--- src/hdl/cue_pkg.sv ---
// Shared types and constants for the console UART with echo.
// Used by every module of the block; depends on nothing else.
`timescale 1ns / 1ps

package cue_pkg;

   // Item commands.
   localparam logic [1:0] CMD_READ  = 2'd0;
   localparam logic [1:0] CMD_WRITE = 2'd1;
   localparam logic [1:0] CMD_CHAR  = 2'd2;
   localparam logic [1:0] CMD_DRAIN = 2'd3;

   // Register offsets.
   localparam logic [7:0] ADDR_STATUS  = 8'd0;
   localparam logic [7:0] ADDR_DATA    = 8'd1;
   localparam logic [7:0] ADDR_CONTROL = 8'd2;
   localparam logic [7:0] ADDR_TX      = 8'd3;
   localparam logic [7:0] ADDR_VECTOR  = 8'd8;

   // Access sizes in bytes.
   localparam logic [3:0] SIZE_BYTE   = 4'd1;
   localparam logic [3:0] SIZE_VECTOR = 4'd8;

   // Control register bits.
   localparam int CTRL_ECHO_ALL = 7;
   localparam int CTRL_ECHO_TAB = 6;
   localparam int CTRL_ECHO_NL  = 5;
   localparam int CTRL_DESTR_BS = 4;
   localparam int CTRL_LOCKED   = 3;
   localparam int CTRL_IRQ_NL   = 2;
   localparam int CTRL_IRQ_ESC  = 1;
   localparam int CTRL_IRQ_ANY  = 0;

   localparam logic [7:0] CTRL_RESET = 8'hF0;

   // Characters.
   localparam logic [7:0] CH_XON  = 8'h11;
   localparam logic [7:0] CH_XOFF = 8'h13;
   localparam logic [7:0] CH_BELL = 8'h07;
   localparam logic [7:0] CH_ESC  = 8'h1B;
   localparam logic [7:0] CH_DEL  = 8'h7F;
   localparam logic [7:0] CH_BS   = 8'h08;
   localparam logic [7:0] CH_NL   = 8'h0A;
   localparam logic [7:0] CH_TAB  = 8'h09;
   localparam logic [7:0] CH_SP   = 8'h20;

   // Entries in the queue between the front and the back.
   localparam int PLAN_DEPTH = 2;

   typedef struct packed {
      logic [1:0]  cmd;
      logic [7:0]  bus_addr;
      logic [3:0]  bus_size;
      logic [63:0] write_data;
      logic [7:0]  rx_char;
   } req_type;

   typedef struct packed {
      logic [63:0] read_data;
      logic        bus_error;
      logic        irq;
      logic [63:0] irq_vector;
      logic        term_valid;
      logic [7:0]  term_char;
      logic        tx_valid;
      logic [7:0]  tx_byte;
      logic        last;
   } rsp_type;

   // Everything one item produces; the back expands it into result words.
   typedef struct packed {
      logic [63:0]     read_data;
      logic            bus_error;
      logic            irq;
      logic [63:0]     irq_vector;
      logic            tx_valid;
      logic [7:0]      tx_byte;
      logic [2:0]      term_count;
      logic [3:0][7:0] term_chars;
   } plan_type;

endpackage

--- src/hdl/cue_front.sv ---
// Front end of the console: accepts request words, updates registers and both FIFOs,
// and hands one plan per item to the plan queue. Depends on cue_pkg.
`timescale 1ns / 1ps

module cue_front #(
   parameter int RX_DEPTH = 16,
   parameter int TX_DEPTH = 16
) (
   input  logic              clock,
   input  logic              reset,
   input  logic              req_push,
   output logic              req_full,
   input  cue_pkg::req_type  req_data,
   output logic              plan_valid,
   input  logic              plan_full,
   output cue_pkg::plan_type plan_data
);
   import cue_pkg::*;

   localparam int RX_AW = $clog2(RX_DEPTH);
   localparam int RX_CW = $clog2(RX_DEPTH + 1);
   localparam int TX_AW = $clog2(TX_DEPTH);
   localparam int TX_CW = $clog2(TX_DEPTH + 1);
   localparam logic [RX_CW-1:0] RX_FULL_CNT = RX_CW'(RX_DEPTH);
   localparam logic [RX_CW-1:0] RX_ALMOST   = RX_CW'(RX_DEPTH - 1);
   localparam logic [TX_CW-1:0] TX_FULL_CNT = TX_CW'(TX_DEPTH);
   localparam logic [RX_AW-1:0] RX_LAST_PTR = RX_AW'(RX_DEPTH - 1);
   localparam logic [TX_AW-1:0] TX_LAST_PTR = TX_AW'(TX_DEPTH - 1);

   logic [7:0]       rx_mem [RX_DEPTH];
   logic [7:0]       tx_mem [TX_DEPTH];

   logic [7:0]       control_ff, control_in;
   logic [63:0]      vector_ff, vector_in;
   logic [RX_AW-1:0] rx_head_ff, rx_head_in, rx_tail_ff, rx_tail_in;
   logic [RX_CW-1:0] rx_count_ff, rx_count_in;
   logic [TX_AW-1:0] tx_head_ff, tx_head_in, tx_tail_ff, tx_tail_in;
   logic [TX_CW-1:0] tx_count_ff, tx_count_in;
   logic [7:0]       rx_rd_ff, tx_rd_ff;

   logic             s2_valid_ff, s2_valid_in;
   plan_type         s2_plan_ff;
   logic             s2_rx_pop_ff, s2_tx_pop_ff;

   logic             accept;
   logic             rx_push, rx_pop, tx_push, tx_pop;
   logic             ctrl_wr, vec_wr;
   logic [7:0]       rx_char_eff;
   plan_type         plan_new;

   assign req_full = s2_valid_ff && plan_full;
   assign accept   = req_push && !req_full;

   // Decode one item into its state changes and its plan.
   always_comb begin
      logic [7:0]      c;
      logic [7:0]      cb;
      logic            rx_nonempty, rx_is_full, tx_is_full, fills;
      logic            sz_byte, sz_vec;
      logic [1:0]      ec;
      logic [2:0][7:0] e;

      c           = (req_data.rx_char == CH_DEL) ? CH_BS : req_data.rx_char;
      cb          = control_ff;
      rx_nonempty = (rx_count_ff != '0);
      rx_is_full  = (rx_count_ff == RX_FULL_CNT);
      tx_is_full  = (tx_count_ff == TX_FULL_CNT);
      fills       = (rx_count_ff == RX_ALMOST);
      sz_byte     = (req_data.bus_size == SIZE_BYTE);
      sz_vec      = (req_data.bus_size == SIZE_VECTOR);
      ec          = 2'd0;
      e           = '0;

      rx_char_eff = c;
      rx_push     = 1'b0;
      rx_pop      = 1'b0;
      tx_push     = 1'b0;
      tx_pop      = 1'b0;
      ctrl_wr     = 1'b0;
      vec_wr      = 1'b0;
      plan_new    = '0;

      // Echo characters for a received character.
      if (c != CH_NL && c != CH_TAB && c != CH_ESC && cb[CTRL_ECHO_ALL]) begin
         if (c == CH_BS) begin
            if (!cb[CTRL_LOCKED]) begin
               e[0] = CH_BS;
               ec   = 2'd1;
               if (cb[CTRL_DESTR_BS]) begin
                  e[1] = CH_SP;
                  e[2] = CH_BS;
                  ec   = 2'd3;
               end
            end
         end else begin
            e[0] = c;
            ec   = 2'd1;
         end
      end else if (c == CH_NL && cb[CTRL_ECHO_NL]) begin
         e[0] = c;
         ec   = 2'd1;
      end else if (c == CH_TAB && cb[CTRL_ECHO_TAB]) begin
         e[0] = c;
         ec   = 2'd1;
      end

      unique case (req_data.cmd)
         CMD_READ: begin
            if (req_data.bus_addr == ADDR_STATUS && sz_byte) begin
               plan_new.read_data = {61'd0, rx_is_full, !tx_is_full, rx_nonempty};
            end else if (req_data.bus_addr == ADDR_DATA && sz_byte) begin
               if (rx_nonempty) begin
                  rx_pop = 1'b1;
                  if (rx_is_full) begin
                     plan_new.term_count    = 3'd1;
                     plan_new.term_chars[0] = CH_XON;
                  end
               end
            end else if (req_data.bus_addr == ADDR_CONTROL && sz_byte) begin
               plan_new.read_data = {56'd0, control_ff};
            end else if (req_data.bus_addr == ADDR_VECTOR && sz_vec) begin
               plan_new.read_data = vector_ff;
            end else begin
               plan_new.bus_error = 1'b1;
            end
         end
         CMD_WRITE: begin
            if (req_data.bus_addr == ADDR_CONTROL && sz_byte) begin
               ctrl_wr = 1'b1;
            end else if (req_data.bus_addr == ADDR_TX && sz_byte) begin
               tx_push = !tx_is_full;
            end else if (req_data.bus_addr == ADDR_VECTOR && sz_vec) begin
               vec_wr = 1'b1;
            end else begin
               plan_new.bus_error = 1'b1;
            end
         end
         CMD_CHAR: begin
            if (rx_is_full) begin
               plan_new.term_count    = 3'd1;
               plan_new.term_chars[0] = CH_BELL;
            end else begin
               rx_push = 1'b1;
               if ((c == CH_NL && cb[CTRL_IRQ_NL]) || (c == CH_ESC && cb[CTRL_IRQ_ESC]) ||
                   cb[CTRL_IRQ_ANY] || fills) begin
                  plan_new.irq        = 1'b1;
                  plan_new.irq_vector = vector_ff;
               end
               if (fills) begin
                  plan_new.term_chars = {e[2], e[1], e[0], CH_XOFF};
                  plan_new.term_count = {1'b0, ec} + 3'd1;
               end else begin
                  plan_new.term_chars = {8'd0, e[2], e[1], e[0]};
                  plan_new.term_count = {1'b0, ec};
               end
            end
         end
         CMD_DRAIN: begin
            if (tx_count_ff != '0) begin
               tx_pop            = 1'b1;
               plan_new.tx_valid = 1'b1;
            end
         end
         default: begin
            plan_new.bus_error = 1'b1;
         end
      endcase
   end

   // Next state of registers and FIFO pointers.
   always_comb begin
      control_in  = control_ff;
      vector_in   = vector_ff;
      rx_head_in  = rx_head_ff;
      rx_tail_in  = rx_tail_ff;
      rx_count_in = rx_count_ff;
      tx_head_in  = tx_head_ff;
      tx_tail_in  = tx_tail_ff;
      tx_count_in = tx_count_ff;
      if (accept) begin
         if (ctrl_wr) control_in = req_data.write_data[7:0];
         if (vec_wr)  vector_in  = req_data.write_data;
         if (rx_push) begin
            rx_head_in  = (rx_head_ff == RX_LAST_PTR) ? '0 : rx_head_ff + 1'b1;
            rx_count_in = rx_count_ff + 1'b1;
         end
         if (rx_pop) begin
            rx_tail_in  = (rx_tail_ff == RX_LAST_PTR) ? '0 : rx_tail_ff + 1'b1;
            rx_count_in = rx_count_ff - 1'b1;
         end
         if (tx_push) begin
            tx_head_in  = (tx_head_ff == TX_LAST_PTR) ? '0 : tx_head_ff + 1'b1;
            tx_count_in = tx_count_ff + 1'b1;
         end
         if (tx_pop) begin
            tx_tail_in  = (tx_tail_ff == TX_LAST_PTR) ? '0 : tx_tail_ff + 1'b1;
            tx_count_in = tx_count_ff - 1'b1;
         end
      end
   end

   // The plan stage empties into the queue whenever the queue has room.
   always_comb begin
      if (accept) begin
         s2_valid_in = 1'b1;
      end else if (!plan_full) begin
         s2_valid_in = 1'b0;
      end else begin
         s2_valid_in = s2_valid_ff;
      end
   end

   always_ff @(posedge clock) begin
      if (reset) begin
         control_ff  <= CTRL_RESET;
         vector_ff   <= '0;
         rx_head_ff  <= '0;
         rx_tail_ff  <= '0;
         rx_count_ff <= '0;
         tx_head_ff  <= '0;
         tx_tail_ff  <= '0;
         tx_count_ff <= '0;
         s2_valid_ff <= 1'b0;
      end else begin
         control_ff  <= control_in;
         vector_ff   <= vector_in;
         rx_head_ff  <= rx_head_in;
         rx_tail_ff  <= rx_tail_in;
         rx_count_ff <= rx_count_in;
         tx_head_ff  <= tx_head_in;
         tx_tail_ff  <= tx_tail_in;
         tx_count_ff <= tx_count_in;
         s2_valid_ff <= s2_valid_in;
      end
   end

   // Plan stage payload, loaded with each accepted item.
   always_ff @(posedge clock) begin
      if (accept) begin
         s2_plan_ff   <= plan_new;
         s2_rx_pop_ff <= rx_pop;
         s2_tx_pop_ff <= tx_pop;
      end
   end

   // Receive FIFO storage; the popped byte is registered beside the plan stage.
   always_ff @(posedge clock) begin
      if (accept && rx_push) begin
         rx_mem[rx_head_ff] <= rx_char_eff;
      end
      if (accept && rx_pop) begin
         rx_rd_ff <= rx_mem[rx_tail_ff];
      end
   end

   // Transmit FIFO storage.
   always_ff @(posedge clock) begin
      if (accept && tx_push) begin
         tx_mem[tx_head_ff] <= req_data.write_data[7:0];
      end
      if (accept && tx_pop) begin
         tx_rd_ff <= tx_mem[tx_tail_ff];
      end
   end

   // Merge the memory read data into the plan on its way to the queue.
   always_comb begin
      plan_data = s2_plan_ff;
      if (s2_rx_pop_ff) plan_data.read_data = {56'd0, rx_rd_ff};
      if (s2_tx_pop_ff) plan_data.tx_byte   = tx_rd_ff;
   end

   assign plan_valid = s2_valid_ff;

endmodule

--- src/hdl/cue_queue.sv ---
// Short queue of plans between the front and the back of the console.
// Depends on cue_pkg for the plan type and the queue depth.
`timescale 1ns / 1ps

module cue_queue (
   input  logic              clock,
   input  logic              reset,
   input  logic              in_valid,
   output logic              in_full,
   input  cue_pkg::plan_type in_data,
   output logic              out_valid,
   input  logic              out_pop,
   output cue_pkg::plan_type out_data
);
   import cue_pkg::*;

   localparam int AW = $clog2(PLAN_DEPTH);
   localparam int CW = $clog2(PLAN_DEPTH + 1);
   localparam logic [AW-1:0] LAST_PTR = AW'(PLAN_DEPTH - 1);
   localparam logic [CW-1:0] FULL_CNT = CW'(PLAN_DEPTH);

   plan_type        entry_ff [PLAN_DEPTH];
   logic [AW-1:0]   wr_ptr_ff, wr_ptr_in, rd_ptr_ff, rd_ptr_in;
   logic [CW-1:0]   count_ff, count_in;
   logic            do_push, do_pop;

   assign in_full   = (count_ff == FULL_CNT);
   assign out_valid = (count_ff != '0);
   assign out_data  = entry_ff[rd_ptr_ff];
   assign do_push   = in_valid && !in_full;
   assign do_pop    = out_pop && out_valid;

   // Pointer and fill count updates.
   always_comb begin
      wr_ptr_in = wr_ptr_ff;
      rd_ptr_in = rd_ptr_ff;
      count_in  = count_ff;
      if (do_push) wr_ptr_in = (wr_ptr_ff == LAST_PTR) ? '0 : wr_ptr_ff + 1'b1;
      if (do_pop)  rd_ptr_in = (rd_ptr_ff == LAST_PTR) ? '0 : rd_ptr_ff + 1'b1;
      if (do_push && !do_pop) count_in = count_ff + 1'b1;
      if (do_pop && !do_push) count_in = count_ff - 1'b1;
   end

   always_ff @(posedge clock) begin
      if (reset) begin
         wr_ptr_ff <= '0;
         rd_ptr_ff <= '0;
         count_ff  <= '0;
      end else begin
         wr_ptr_ff <= wr_ptr_in;
         rd_ptr_ff <= rd_ptr_in;
         count_ff  <= count_in;
      end
   end

   always_ff @(posedge clock) begin
      if (do_push) entry_ff[wr_ptr_ff] <= in_data;
   end

endmodule

--- src/hdl/cue_back.sv ---
// Back end of the console: expands each plan into one to four result words
// and holds the oldest one in the output register. Depends on cue_pkg.
`timescale 1ns / 1ps

module cue_back (
   input  logic              clock,
   input  logic              reset,
   input  logic              plan_valid,
   output logic              plan_pop,
   input  cue_pkg::plan_type plan_data,
   output logic              rsp_empty,
   input  logic              rsp_pop,
   output cue_pkg::rsp_type  rsp_data
);
   import cue_pkg::*;

   logic [1:0] idx_ff, idx_in;
   logic       out_valid_ff, out_valid_in;
   rsp_type    out_ff;
   rsp_type    word;
   logic [1:0] last_idx;
   logic       load;
   logic       first;

   assign rsp_empty = !out_valid_ff;
   assign rsp_data  = out_ff;
   assign load      = plan_valid && (!out_valid_ff || rsp_pop);
   assign first     = (idx_ff == 2'd0);
   assign last_idx  = (plan_data.term_count == 3'd0) ? 2'd0 : 2'(plan_data.term_count - 3'd1);
   assign plan_pop  = load && (idx_ff == last_idx);

   // Build the result word at the current position within the plan.
   always_comb begin
      word            = '0;
      word.term_valid = ({1'b0, idx_ff} < plan_data.term_count);
      word.term_char  = word.term_valid ? plan_data.term_chars[idx_ff] : 8'd0;
      word.last       = (idx_ff == last_idx);
      if (first) begin
         word.read_data  = plan_data.read_data;
         word.bus_error  = plan_data.bus_error;
         word.irq        = plan_data.irq;
         word.irq_vector = plan_data.irq_vector;
         word.tx_valid   = plan_data.tx_valid;
         word.tx_byte    = plan_data.tx_byte;
      end
   end

   // Position within the plan and output register occupancy.
   always_comb begin
      idx_in       = idx_ff;
      out_valid_in = out_valid_ff;
      if (load) begin
         idx_in       = plan_pop ? 2'd0 : idx_ff + 2'd1;
         out_valid_in = 1'b1;
      end else if (rsp_pop) begin
         out_valid_in = 1'b0;
      end
   end

   always_ff @(posedge clock) begin
      if (reset) begin
         idx_ff       <= 2'd0;
         out_valid_ff <= 1'b0;
      end else begin
         idx_ff       <= idx_in;
         out_valid_ff <= out_valid_in;
      end
   end

   always_ff @(posedge clock) begin
      if (load) out_ff <= word;
   end

endmodule

--- src/hdl/console_uart_with_echo_unit.sv ---
// Console UART with receive and transmit FIFOs and terminal echo. The request side
// takes one word per cycle while req_full is low: a bus read, a bus write, a
// received character or a transmit drain tick. An accepted word passes the plan
// stage, the plan queue and the output register before it shows on the result
// ports. The result side delivers one word per cycle while words wait and rsp_pop
// is high; most items give one result, and a received character gives up to four
// (XOFF and three echo characters) that hold the result side while the two-entry
// plan queue keeps accepting. req_full rises only when that queue is full and the
// plan stage ahead of it is occupied. FIFO storage is one memory per direction,
// RX_DEPTH and TX_DEPTH bytes deep, with no clearing pass after reset.
// Depends on cue_pkg, cue_front, cue_queue and cue_back.
`timescale 1ns / 1ps

module console_uart_with_echo_unit #(
   parameter int RX_DEPTH = 16,
   parameter int TX_DEPTH = 16
) (
   input  logic             clock,
   input  logic             reset,
   input  logic             req_push,
   output logic             req_full,
   input  cue_pkg::req_type req_data,
   output logic             rsp_empty,
   input  logic             rsp_pop,
   output cue_pkg::rsp_type rsp_data
);
   import cue_pkg::*;

   logic     fe_valid, q_full;
   plan_type fe_plan;
   logic     q_valid, q_pop;
   plan_type q_plan;

   // Front end: decode, register and FIFO updates.
   cue_front #(
      .RX_DEPTH(RX_DEPTH),
      .TX_DEPTH(TX_DEPTH)
   ) u_front (
      .clock     (clock),
      .reset     (reset),
      .req_push  (req_push),
      .req_full  (req_full),
      .req_data  (req_data),
      .plan_valid(fe_valid),
      .plan_full (q_full),
      .plan_data (fe_plan)
   );

   // Plan queue between the two halves.
   cue_queue u_queue (
      .clock    (clock),
      .reset    (reset),
      .in_valid (fe_valid),
      .in_full  (q_full),
      .in_data  (fe_plan),
      .out_valid(q_valid),
      .out_pop  (q_pop),
      .out_data (q_plan)
   );

   // Back end: result word expansion and output register.
   cue_back u_back (
      .clock     (clock),
      .reset     (reset),
      .plan_valid(q_valid),
      .plan_pop  (q_pop),
      .plan_data (q_plan),
      .rsp_empty (rsp_empty),
      .rsp_pop   (rsp_pop),
      .rsp_data  (rsp_data)
   );

endmodule

--- config.mk ---
export PLATFORM = sky130hd
export DESIGN_NAME = console_uart_with_echo_unit
export DESIGN_NICKNAME = d
export VERILOG_FILES = /design/src/hdl/cue_pkg.sv /design/src/hdl/cue_front.sv /design/src/hdl/cue_queue.sv /design/src/hdl/cue_back.sv /design/src/hdl/console_uart_with_echo_unit.sv
export SDC_FILE = /design/constraint.sdc
export NUM_CORES = 1
export LEC_CHECK = 0
export ABC_AREA = 1
export BUFFER_PORTS_ARGS = -buffer_cell sky130_fd_sc_hd__buf_2
export CAP_MARGIN = 40
export CORE_UTILIZATION = 40
export DETAILED_ROUTE_END_ITERATION = 8
export MAX_ROUTING_LAYER = met4
export SYNTH_ARGS = -nofsm -noshare
export SYNTH_HDL_FRONTEND = slang
export SYNTH_SLANG_ARGS = --single-unit
--- constraint.sdc ---
create_clock -name clock -period 23.3 [get_ports clock]
set_input_delay 0 -clock clock [delete_from_list [all_inputs] [get_ports clock]]
set_output_delay 0 -clock clock [all_outputs]
set_load 0.01 [all_outputs]
# Yosys cells after proc, flatten, opt, wreduce, memory -nomap -nowiden
# Memory sizes are Yosys's and may differ from the RTL's. A register that Yosys moved wholly into a read port is not among the register bits.
# Cells that the tools add are included.
op_classes:
  eq_ne: 27
  n_reduce_logical: 58
  addsub: 15
  order_cmp: 2
  muxes: 86
  n_bitwise: 5
op_table:
  columns: ["operator", "n"]
  rows:
  - ["two-way mux 8 bit", 13]
  - ["two-way mux 65 bit", 1]
  - ["two-way mux 64 bit", 1]
  - ["two-way mux 1 bit", 38]
  - ["two-way mux 35 bit", 1]
  - ["== test 8 x 4 -> 1 bit, second input constant", 4]
  - ["two-way mux 16 bit", 2]
  - ["two-way mux 5 bit", 5]
  - ["logical AND 1 bit", 24]
  - ["two-way mux 24 bit", 1]
  - ["== test 4 bit, second input constant", 5]
  - ["two-way mux 4 bit", 5]
  - ["two-way mux 2 bit", 9]
  - ["adder 4 x 1 -> 4 bit, second input constant", 4]
  - ["binary-select mux 8 bit (select 2 bit)", 1]
  - ["== test 8 x 2 -> 1 bit, second input constant", 2]
  - ["inequality test 8 x 4 -> 1 bit, second input constant", 2]
  - ["case mux 8 bit (2 select lines)", 1]
  - ["AND reduction 2 bit", 8]
  - ["two-way mux 3 bit", 5]
  - ["two-way mux 12 bit", 1]
  - ["adder 5 x 1 -> 5 bit, second input constant", 2]
  - ["== test 5 bit, second input constant", 2]
  - ["nonzero test 2 bit", 5]
  - ["other kinds (29)", 51]
word_totals:
  ff_bits: 422
  out_inout_bits: 151
  word_cells: 232
  ram_bits: 604
  in_bits: 90
  n_memories: 3
mem_list:
  columns: ["memory", "depth", "width", "rd", "rd_ports_with_merged_regs", "write_ports", "line_no", "text"]
  rows:
  - ["u_queue.entry_ff", 2, 174, 1, 1, 1, "cue_queue.sv:22", "plan_type entry_ff [PLAN_DEPTH];"]
  - ["u_front.rx_mem", 16, 8, 1, 1, 1, "cue_front.sv:30", "logic [7:0] rx_mem [RX_DEPTH];"]
  - ["u_front.tx_mem", 16, 8, 1, 1, 1, "cue_front.sv:31", "logic [7:0] tx_mem [TX_DEPTH];"]

# Longest topological paths before layout
# Gate-level depths: netlist (run 1).
logic_depth:
  word_depth: 11
  depth_mapped: 15
  mapped_depth_nobuf: 15

# Cells and area by module
# From an unflattened synthesis (run 1), not the netlist that was laid out.
unflattened:
  hier_cells: 3071
  area_unflattened_um2: 41295.9
by_module_without_submodules:
  columns: ["mod", "seq_area_each_um2", "cells_per_inst", "n_inst", "area_each_um2"]
  rows:
  - ["cue_front", 14744.1, 1949, 1, 22307.6]
  - ["cue_queue", 10550.1, 581, 1, 12863.6]
  - ["cue_back", 4534.3, 541, 1, 6124.6]

# Worst setup path after synthesis (run 1)
# OpenSTA, ideal clock, no wires.
synth_path:
  path_kind: "register -> register"
  start: "register u_back.out_valid_ff"
  end: "register u_queue.count_ff[1]"
  setup_ns: 0.122
  period_less_slack_ns: 9.741
  required_ns: 23.178
  stages_incl_launch_ff: 11
  arrival_time_ns: 9.619
  setup_slack_ns: 13.559
  path_buffers: 0
  path_cell_list: "dfxtp_1 > inv_1 > nor2_1 > a21oi_1 > inv_1 > nor2_2 > ha_1 > a21oi_1 > o21ai_0 > o21ai_0 > a21oi_1"
synth_between:
  elab_chain_len: 8
  elab_cells_between_ends: 10
  cone_classes: "1 x mux; 9 x reduce/logical"
synth_lines:
  columns: ["element", "line_no", "text"]
  rows:
  - ["from (decl)", "cue_back.sv:18", "logic out_valid_ff, out_valid_in;"]
  - ["from (signal assigned)", "cue_back.sv:66", "out_valid_ff <= out_valid_in;"]
  - ["logical NOT 1 bit *", null, null]
  - ["named net rsp_empty", "console_uart_with_echo_unit.sv:23", "output logic rsp_empty,"]
  - ["logical OR 1 bit *", "cue_back.sv:27", "assign load = plan_valid && (!out_valid_ff || rsp_pop);"]
  - ["logical AND 1 bit *", "cue_back.sv:27", null]
  - ["named net u_back.load", "cue_back.sv:22", "logic load;"]
  - ["logical AND 1 bit *", "cue_back.sv:30", "assign plan_pop = load && (idx_ff == last_idx);"]
  - ["logical AND 1 bit *", "cue_queue.sv:31", "assign do_pop = out_pop && out_valid;"]
  - ["named net u_queue.do_pop", "cue_queue.sv:25", "logic do_push, do_pop;"]
  - ["logical NOT 1 bit", "cue_queue.sv:40", "if (do_push && !do_pop) count_in = count_ff + 1'b1;"]
  - ["logical AND 1 bit", "cue_queue.sv:40", null]
  - ["nonzero test 2 bit (no line)", null, null]
  - ["to (signal assigned)", "cue_queue.sv:52", "count_ff <= count_in;"]
  - ["to (decl)", "cue_queue.sv:24", "logic [CW-1:0] count_ff, count_in;"]
# Mark *: on every way through the listed nets, which the timed path passes. The rest lies on a longest branch.
# A chain may end at the register's enable or synchronous reset.

# Worst setup path in the final report (run 1)
layout_path:
  start: "register u_queue.count_ff[0]"
  end: "register u_front.tx_head_ff[1]"
layout_between:
  elab_chain_len: 5
layout_lines:
  columns: ["element", "line_no", "text"]
  rows:
  - ["== test 2 bit", "cue_queue.sv:27", "assign in_full = (count_ff == FULL_CNT);"]
  - ["logical AND 1 bit", "cue_front.sv:51", "assign req_full = s2_valid_ff && plan_full;"]
  - ["logical NOT 1 bit", "cue_front.sv:52", "assign accept = req_push && !req_full;"]
  - ["logical AND 1 bit", "cue_front.sv:52", null]
  - ["named net u_front.accept", "cue_front.sv:45", "logic accept;"]
  - ["AND reduction 2 bit (no line)", null, null]
  - ["to (signal assigned)", "cue_front.sv:230", "tx_head_ff <= tx_head_in;"]
  - ["to (decl)", "cue_front.sv:37", "logic [TX_AW-1:0] tx_head_ff, tx_head_in, tx_tail_ff, tx_tail_in;"]
# The timed path passes the listed nets, and every way through them passes these cells.

==> results of run 1 <==
through the flow:
step	util (%)	instances	setup WS (ps)	total power (W)
5_1_grt	47.54	4705	19380	0.004831
2_1_floorplan	-	3003	13560	0.002744
3_3_place_gp	42.74	4395	19940	0.003029
4_1_cts	47.52	4697	19530	0.004690
6_report	47.55	4707	19580	0.004641
3_5_place_dp	43.06	4412	20090	0.003053
worst max path at each step:
| stage | from | to | slack (ps) | cells after the start |
|---|---|---|---|---|
| 4_1_cts | u_queue.count_ff[0] | u_front.tx_head_ff[1] | 19530 | 12 |
| 2_1_floorplan | u_back.out_valid_ff | u_queue.count_ff[1] | 13560 | 10 |
| 6_report | u_queue.count_ff[0] | u_front.tx_head_ff[1] | 19580 | 12 |
| 3_3_place_gp | register | u_queue.count_ff[1] | 19940 | 14 |
| 3_5_place_dp | u_queue.count_ff[0] | u_front.tx_mem[8][4] | 20090 | 8 |
| 5_1_grt | u_queue.count_ff[0] | u_front.tx_head_ff[1] | 19380 | 12 |
synth_stat cells, types with 10 or more instances:
library cell	number	area, um2
nor2_1	729	2736
xor2_1	10	87.58
nor2_4	54	608.1
nand2_1	126	473.0
o32ai_1	38	332.8
buf_1	10	37.54
clkbuf_1	106	397.9
nor3_1	138	690.7
mux2i_1	27	270.3
ha_1	20	250.2
nand4_1	13	81.33
a21oi_1	43	215.2
buf_2	17	85.08
dfxtp_1	107	2142
nand3_1	59	295.3
inv_1	215	807.0
o221ai_1	28	245.2
o211ai_1	13	97.59
o21ai_0	259	1296
edfxtp_1	894	26850
per-layer routing:
metal	vias up	share of wire [%]
li1	11210	-
met1	11470	44
met2	729	46
met3	137	6.9
met4	0	2.7
met5	-	0
power groups by stage:
stage / logic, W / registers [W] / clock network [W]
3_5_place_dp: 0.000668 / 0.00238 / 0
5_1_grt: 0.000743 / 0.00236 / 0.00173
4_1_cts: 0.000683 / 0.00235 / 0.00166
3_3_place_gp: 0.000633 / 0.00240 / 0
2_1_floorplan: 0.000300 / 0.00244 / 0
6_report: 0.000667 / 0.00234 / 0.00163
cell families (layout without fill, tap and decap cells):
| group | after synthesis | count (layout) | share of synthesized area (%) |
|---|---|---|---|
| mux | 35 | 35 | 0.9265 |
| xor+xnor | 12 | 12 | 0.2702 |
| other cells | 0 | 10 | 0 |
| simple gates | 1156 | 1156 | 13.51 |
| fa+ha+maj | 22 | 22 | 0.7463 |
| buf+inv | 380 | 798 | 4.047 |
| flops | 1001 | 1001 | 74.53 |
| compound gates | 397 | 397 | 5.974 |
timing repair:
action                                 4_1_cts  5_1_grt
endpoints found under the hold margin      305        0
gates resized for setup                      0        0
hold buffers                                97        0
setup endpoints to repair                    0        0
flip-flops by register name (all words and copies together), names as in the netlist, 2 cells and up, named ones only:
name                 cells
u_queue.entry_ff       320
u_back.rsp_data        149
u_front.rx_mem         128
u_front.tx_mem         128
u_front.plan_data       88
u_front.s2_plan_ff      64
u_front.vector_ff       64
u_front.control_ff       8
u_front.rx_rd_ff         8
u_front.tx_rd_ff         8
u_front.rx_count_ff      5
u_front.tx_count_ff      5
u_front.rx_head_ff       4
u_front.rx_tail_ff       4
u_front.tx_head_ff       4
u_front.tx_tail_ff       4
u_back.idx_ff            2
u_queue.count_ff         2
worst register-to-register path: cells and delay by family, from the launching register on:
family | cells | cell delay, ps
flip-flops | 1 | 370
buffers and inverters | 5 | 2270
AND/OR/NAND/NOR | 6 | 920
AO/OA/AOI/OAI | 1 | 50
final cells by class:
class	instances	area [um2]	share of cell area [%]
multi-input combinational	1622	8393	18.28
timing repair buffer	381	2693	5.865
inverter	229	872.1	1.899
antenna	10	25.02	0.05450
tap	1276	1597	3.477
clock inverter	45	575.6	1.254
clock buffer	143	2764	6.020
sequential	1001	28990	63.15
==> out/qor.csv, run 1 <==
stage;metric;value;unit
timing;Slew Viols, Final;0;
timing;final worst path period share;15.98;%
route;Final ANT Viol Nets;0;
cts;Clock Path Buffers;3;
grt;first-pass GRT wire length;138.5;mm
die;chip width;313.8;um
timing;FMAX;268.5;MHz
setup_path;worst-path maximum fanout;71;
cts;TritonCTS clock tree;built;
setup_path;R2R Setup Slk;19580;ps
hold_path;HP Class;in2reg;
timing;RSZ-0062 raised after global routing;false;
route;first drt pass iteration count;5;
route;WL per Instance;19.55;um
setup_path;CP Data Arrival Time;4290;ps
placement;I/O Buffers;240;
synth;sequential share of the synthesized area;74.53;%
power_and_ir_drop;internal power;0.003396;W
setup_path;slowest library cell on the worst path;dlygate4sd3_1;
grt;vias in the first global route;22790;
flow_run;max cap viols;0;
cts;Clock transition at path regs;60;ps
hold_path;WHS Endpoint;u_front.plan_data[10];
synth;register bit total from synthesis;1001;
timing;Clock Skew;39.73;ps
grt;GRT Overall Usage;19.13;%
synth;total nets after synthesis;3115;
final_layout;commonest non-fill, non-tap cell in the layout;edfxtp_1;
outcome;outcome;finished, final reports clean;
power_and_ir_drop;maximum VDD drop;96.57;uV
synth;main flop type after synthesis;edfxtp_1;
placement;dpl hpwl;55.96;mm
setup_path;CP cell instances;inv_2 -> nand3_2 -> nand2_4 -> inv_6 -> nand2_4 -> buf_4 -> nor3_4 -> nand4_4 -> dlygate4sd3_1 -> nor2_1 -> a211oi_1 -> dlygate4sd3_1;
route;DRC viols;0;
synth;synthesized area;38890;um2
timing;Fin Hold WS;60.93;ps
power_and_ir_drop;Clk network pwr share;35.1;%
route;Vias per Instance;5.002;
grt;routing usage on met2;29.10;%
grt;met1 GRT Util;25.88;%
final_layout;commonest non-fill, non-tap cells in the layout;894 x edfxtp_1, 727 x nor2_1, 259 x o21ai_0;
setup_path;r2r worst-path depth;12;
setup_path;Setup CP Type;reg2reg;
die;IO Pins;241;
timing;Worst Max-Slew Pin Slew;901.0;ps
setup_path;WP buf/inv;5;
grt;initial antenna violation count;10;
die;num rows;114;
synth;Yosys cell types;52;
final_layout;Design Area, Final;45910;um2
final_layout;share of cells above drive strength 1;16.02;%
placement;Final GP Congestion;0.8601;
die;Die Ht;313.8;um
route;final wirelength;92.01;mm
cts;Clk Latency, worst-skew pair;670;ps
power_and_ir_drop;Pleak;16.07;nW
hold_path;Hold Path Cell Cnt;5;
synth;Post-synth ARST share;0;%
synth;Synth Warn #;0;
timing;Period minus WS final;3724;ps
power_and_ir_drop;Comb power frac;14.4;%
power_and_ir_drop;Seq pwr share;50.5;%
timing;relative slew slack;39.94;%
final_layout;area grow syn2layout;18.04;%
route;initial drt markers;2194;
grt;grt ovf;0;
cts;clk root buf;clkbuf_16;
power_and_ir_drop;Switching Fraction;26.82;%
cts;Post-CTS Setup Repair Bufs;0;
timing;final-report setup violation count;0;
power_and_ir_drop;cell area power density;101.1;nW/um2
cts;# H-tree levels;3;
setup_path;Max stage delay on crit path;680;ps
setup_path;CP delay by family, top;buffers and inverters;
setup_path;Reg-to-Reg End;u_front.tx_head_ff[1];
placement;placed instance area;41580;um2
setup_path;Reg-to-Reg Start;u_queue.count_ff[0];
final_layout;Total Nets Final;3446;
synth;Avg Synthesized Cell Area;12.95;um2
setup_path;startpoint types;register;
grt;met3 usage;3.602;%
timing;final hold vios;0;
setup_path;Crit. End Element;register;
timing;setup tns final;0;ps
cts;CTS Buf Count;99;
route;via count;23550;
cts;CTS sink cnt;1001;
die;Initial Utilization;40.28;%
die;total core area;96570;um2
synth;cells after synthesis;3003;
grt;global routing's busiest layer;met2;
synth;number of synthesized flops with an enable pin;894;
setup_path;CP required;23860;ps
power_and_ir_drop;P_sw;0.001245;W
final_layout;Fillers;8430;
die;die area;98490;um2
hold_path;Hold Crit Start;req_data[6];
grt;largest net degree at the start of global routing;153;
Note: power is estimated with default switching activity, not from simulation.
==> inputs of run 2 (changes only) <==
- clock period: 23.3 -> 3.73 ns (I/O delays scaled with it)
==> out/qor.csv, run 2 (synthesis gave the netlist of run 1 again) <==
stage;metric;value;unit;change
timing;RSZ-0062 raised after global routing;false;;unchanged
final_layout;Total Nets Final;3450;;was 3446
final_layout;area grow syn2layout;18.13;%;was 18.04%
grt;first-pass GRT wire length;136.3;mm;was 138.5 mm
power_and_ir_drop;Pleak;16.13;nW;was 16.07 nW
timing;Period minus WS final;3492;ps;
cts;clk root buf;clkbuf_16;;unchanged
cts;quantity of gates resized following cts;0;;unchanged
placement;pre-CTS setup slack;1128;ps;was 20090 ps
final_layout;commonest non-fill, non-tap cells in the layout;894 x edfxtp_1, 727 x nor2_1, 257 x o21ai_0;;was 894 x edfxtp_1, 727 x nor2_1, 259 x o21ai_0
setup_path;CP Data Arrival Time;3770;ps;was 4290 ps
outcome;outcome;finished, final reports clean;;unchanged
power_and_ir_drop;cell area power density;632.9;nW/um2;was 101.1 nW/um2
route;initial drt markers;2125;;was 2194
timing;Worst Max-Slew Pin Slew;939.5;ps;was 901.0 ps
setup_path;worst-path maximum fanout;8;;was 71
route;WL per Instance;19.25;um;was 19.55 um
timing;final worst slack;237.6;ps;was 19580 ps
timing;FMAX;286.3;MHz;
grt;largest net degree at the start of global routing;155;;was 153
setup_path;Setup CP Type;in2reg;;was reg2reg
final_layout;commonest non-fill, non-tap cell in the layout;edfxtp_1;;unchanged
route;Met2 Wirelength;42.46;mm;was 42.75 mm
die;Die Ht;313.8;um;unchanged
setup_path;CP required;4010;ps;was 23860 ps
power_and_ir_drop;Power Total;0.02908;W;was 0.004641 W
timing;final-report setup violation count;0;;unchanged
cts;Clock Path Buffers;3;;unchanged
timing;setup tns final;0;ps;unchanged
die;num rows;114;;unchanged
die;die area;98490;um2;unchanged
power_and_ir_drop;maximum VDD drop;554.4;uV;was 96.57 uV
route;Final ANT Viol Nets;0;;unchanged
route;DR top layer;met4;;unchanged
final_layout;Fillers;8469;;was 8430
grt;vias in the first global route;22340;;was 22.79k
final_layout;Largest register FFs;320;;unchanged
timing;Clock Skew;40.86;ps;was 39.73 ps
final_layout;largest register by flop count;u_queue.entry_ff;;unchanged
cts;Clock transition at path regs;60;ps;about the same
placement;I/O Buffers;240;;unchanged
grt;grt ovf;0;;unchanged
route;met1 wire length;40.23;mm;was 40.44 mm
flow_run;max cap viols;0;;unchanged
die;total core area;96570;um2;unchanged
route;WL met3;5.793;mm;was 6.362 mm
setup_path;Crit. End Element;register;;unchanged
route;first drt pass iteration count;5;;unchanged
cts;CTS Buf Count;102;;was 99
timing;relative slew slack;37.37;%;was 39.94%
die;chip width;313.8;um;unchanged
placement;placed instance area;41550;um2;was 41580 um2
die;Initial Utilization;40.28;%;unchanged
final_layout;share of cells above drive strength 1;16.17;%;was 16.02%
cts;Clk Latency, worst-skew pair;680;ps;was 670 ps
final_layout;ANT cells;0;;was 10
route;DRC viols;0;;unchanged
timing;final worst path period share;93.63;%;
final_layout;Design Area, Final;45950;um2;was 45910 um2
cts;CTS sink cnt;1001;;unchanged
route;final wirelength;90.51;mm;was 92.01 mm
die;IO Pins;241;;unchanged
cts;Post-CTS Setup Repair Bufs;0;;unchanged
route;Vias per Instance;5.007;;was 5.002
hold_path;HP Class;in2reg;;unchanged
cts;# H-tree levels;3;;unchanged
grt;GRT Overall Usage;18.73;%;was 19.13%
placement;dpl hpwl;54.76;mm;was 55.96 mm
timing;Slew Viols, Final;0;;unchanged
setup_path;startpoint types;input port;;was register
cts;TritonCTS clock tree;built;;unchanged
grt;initial antenna violation count;1;;was 10
cts;cts hold-fix bufs;99;;was 97
final_layout;Finished Core Util;47.58;%;was 47.55%
placement;Final GP Congestion;0.8246;;was 0.8601
timing;final hold vios;0;;unchanged
route;via count;23540;;was 23.55k
## run 2: path summary, 6_finish.rpt
check / startpoint / endpoint / slack [ps] / depth (start not counted)
min reg2reg: u_front.plan_data[55] / u_queue.entry_ff[1][55] / 420 / 0
min: req_data[78] / u_front.tx_head_ff[2] / 50 / 6
max: req_data[74] / u_front.tx_mem[9][0] / 240 / 11
max reg2reg: u_queue.count_ff[0] / u_front.vector_ff[26] / 1050 / 9
## run 2: metrics by stage
stage | hold WS, ps | cells
global route | 87.32 | 4702
finish | 46.60 | 4702
CTS | 0.4021 | 4702
detailed placement | 312.9 | 4411
floorplan | 98.87 | 3003
global placement | 308.1 | 4403
## run 2: critical path, stage by stage
cell           delay [ps]
dlygate4sd3_1         540
buf_2                 150
nor2_2                 70
dlygate4sd3_1         560
nand3_2               100
dlygate4sd3_1         610
nor2_2                270
nand3_1               230
nor4_4                320
nand2_1               230
nor2_1                690
## run 2: where the power goes
| group | switching (W) | internal, W | total, W |
|---|---|---|---|
| Clock | 0.00425 | 0.00606 | 0.0103 |
| Sequential | 0.000549 | 0.0140 | 0.0146 |
| Combinational | 0.00299 | 0.00123 | 0.00422 |
## run 2: cell type report
class | instances | area [um2] | share of cell area [%]
timing repair buffer | 382 | 2678 | 5.827
sequential | 1001 | 29000 | 63.10
inverter | 229 | 872.1 | 1.898
tap | 1276 | 1597 | 3.475
clock buffer | 148 | 2835 | 6.171
multi-input combinational | 1622 | 8398 | 18.28
clock inverter | 44 | 573.1 | 1.247
## run 2: per-layer routing
metal | vias up | track usage, %
li1 | 11220 | -
met1 | 11490 | 25.25
met2 | 702 | 29.01
met3 | 130 | 3.378
met4 | 0 | 5.432
met5 | - | -
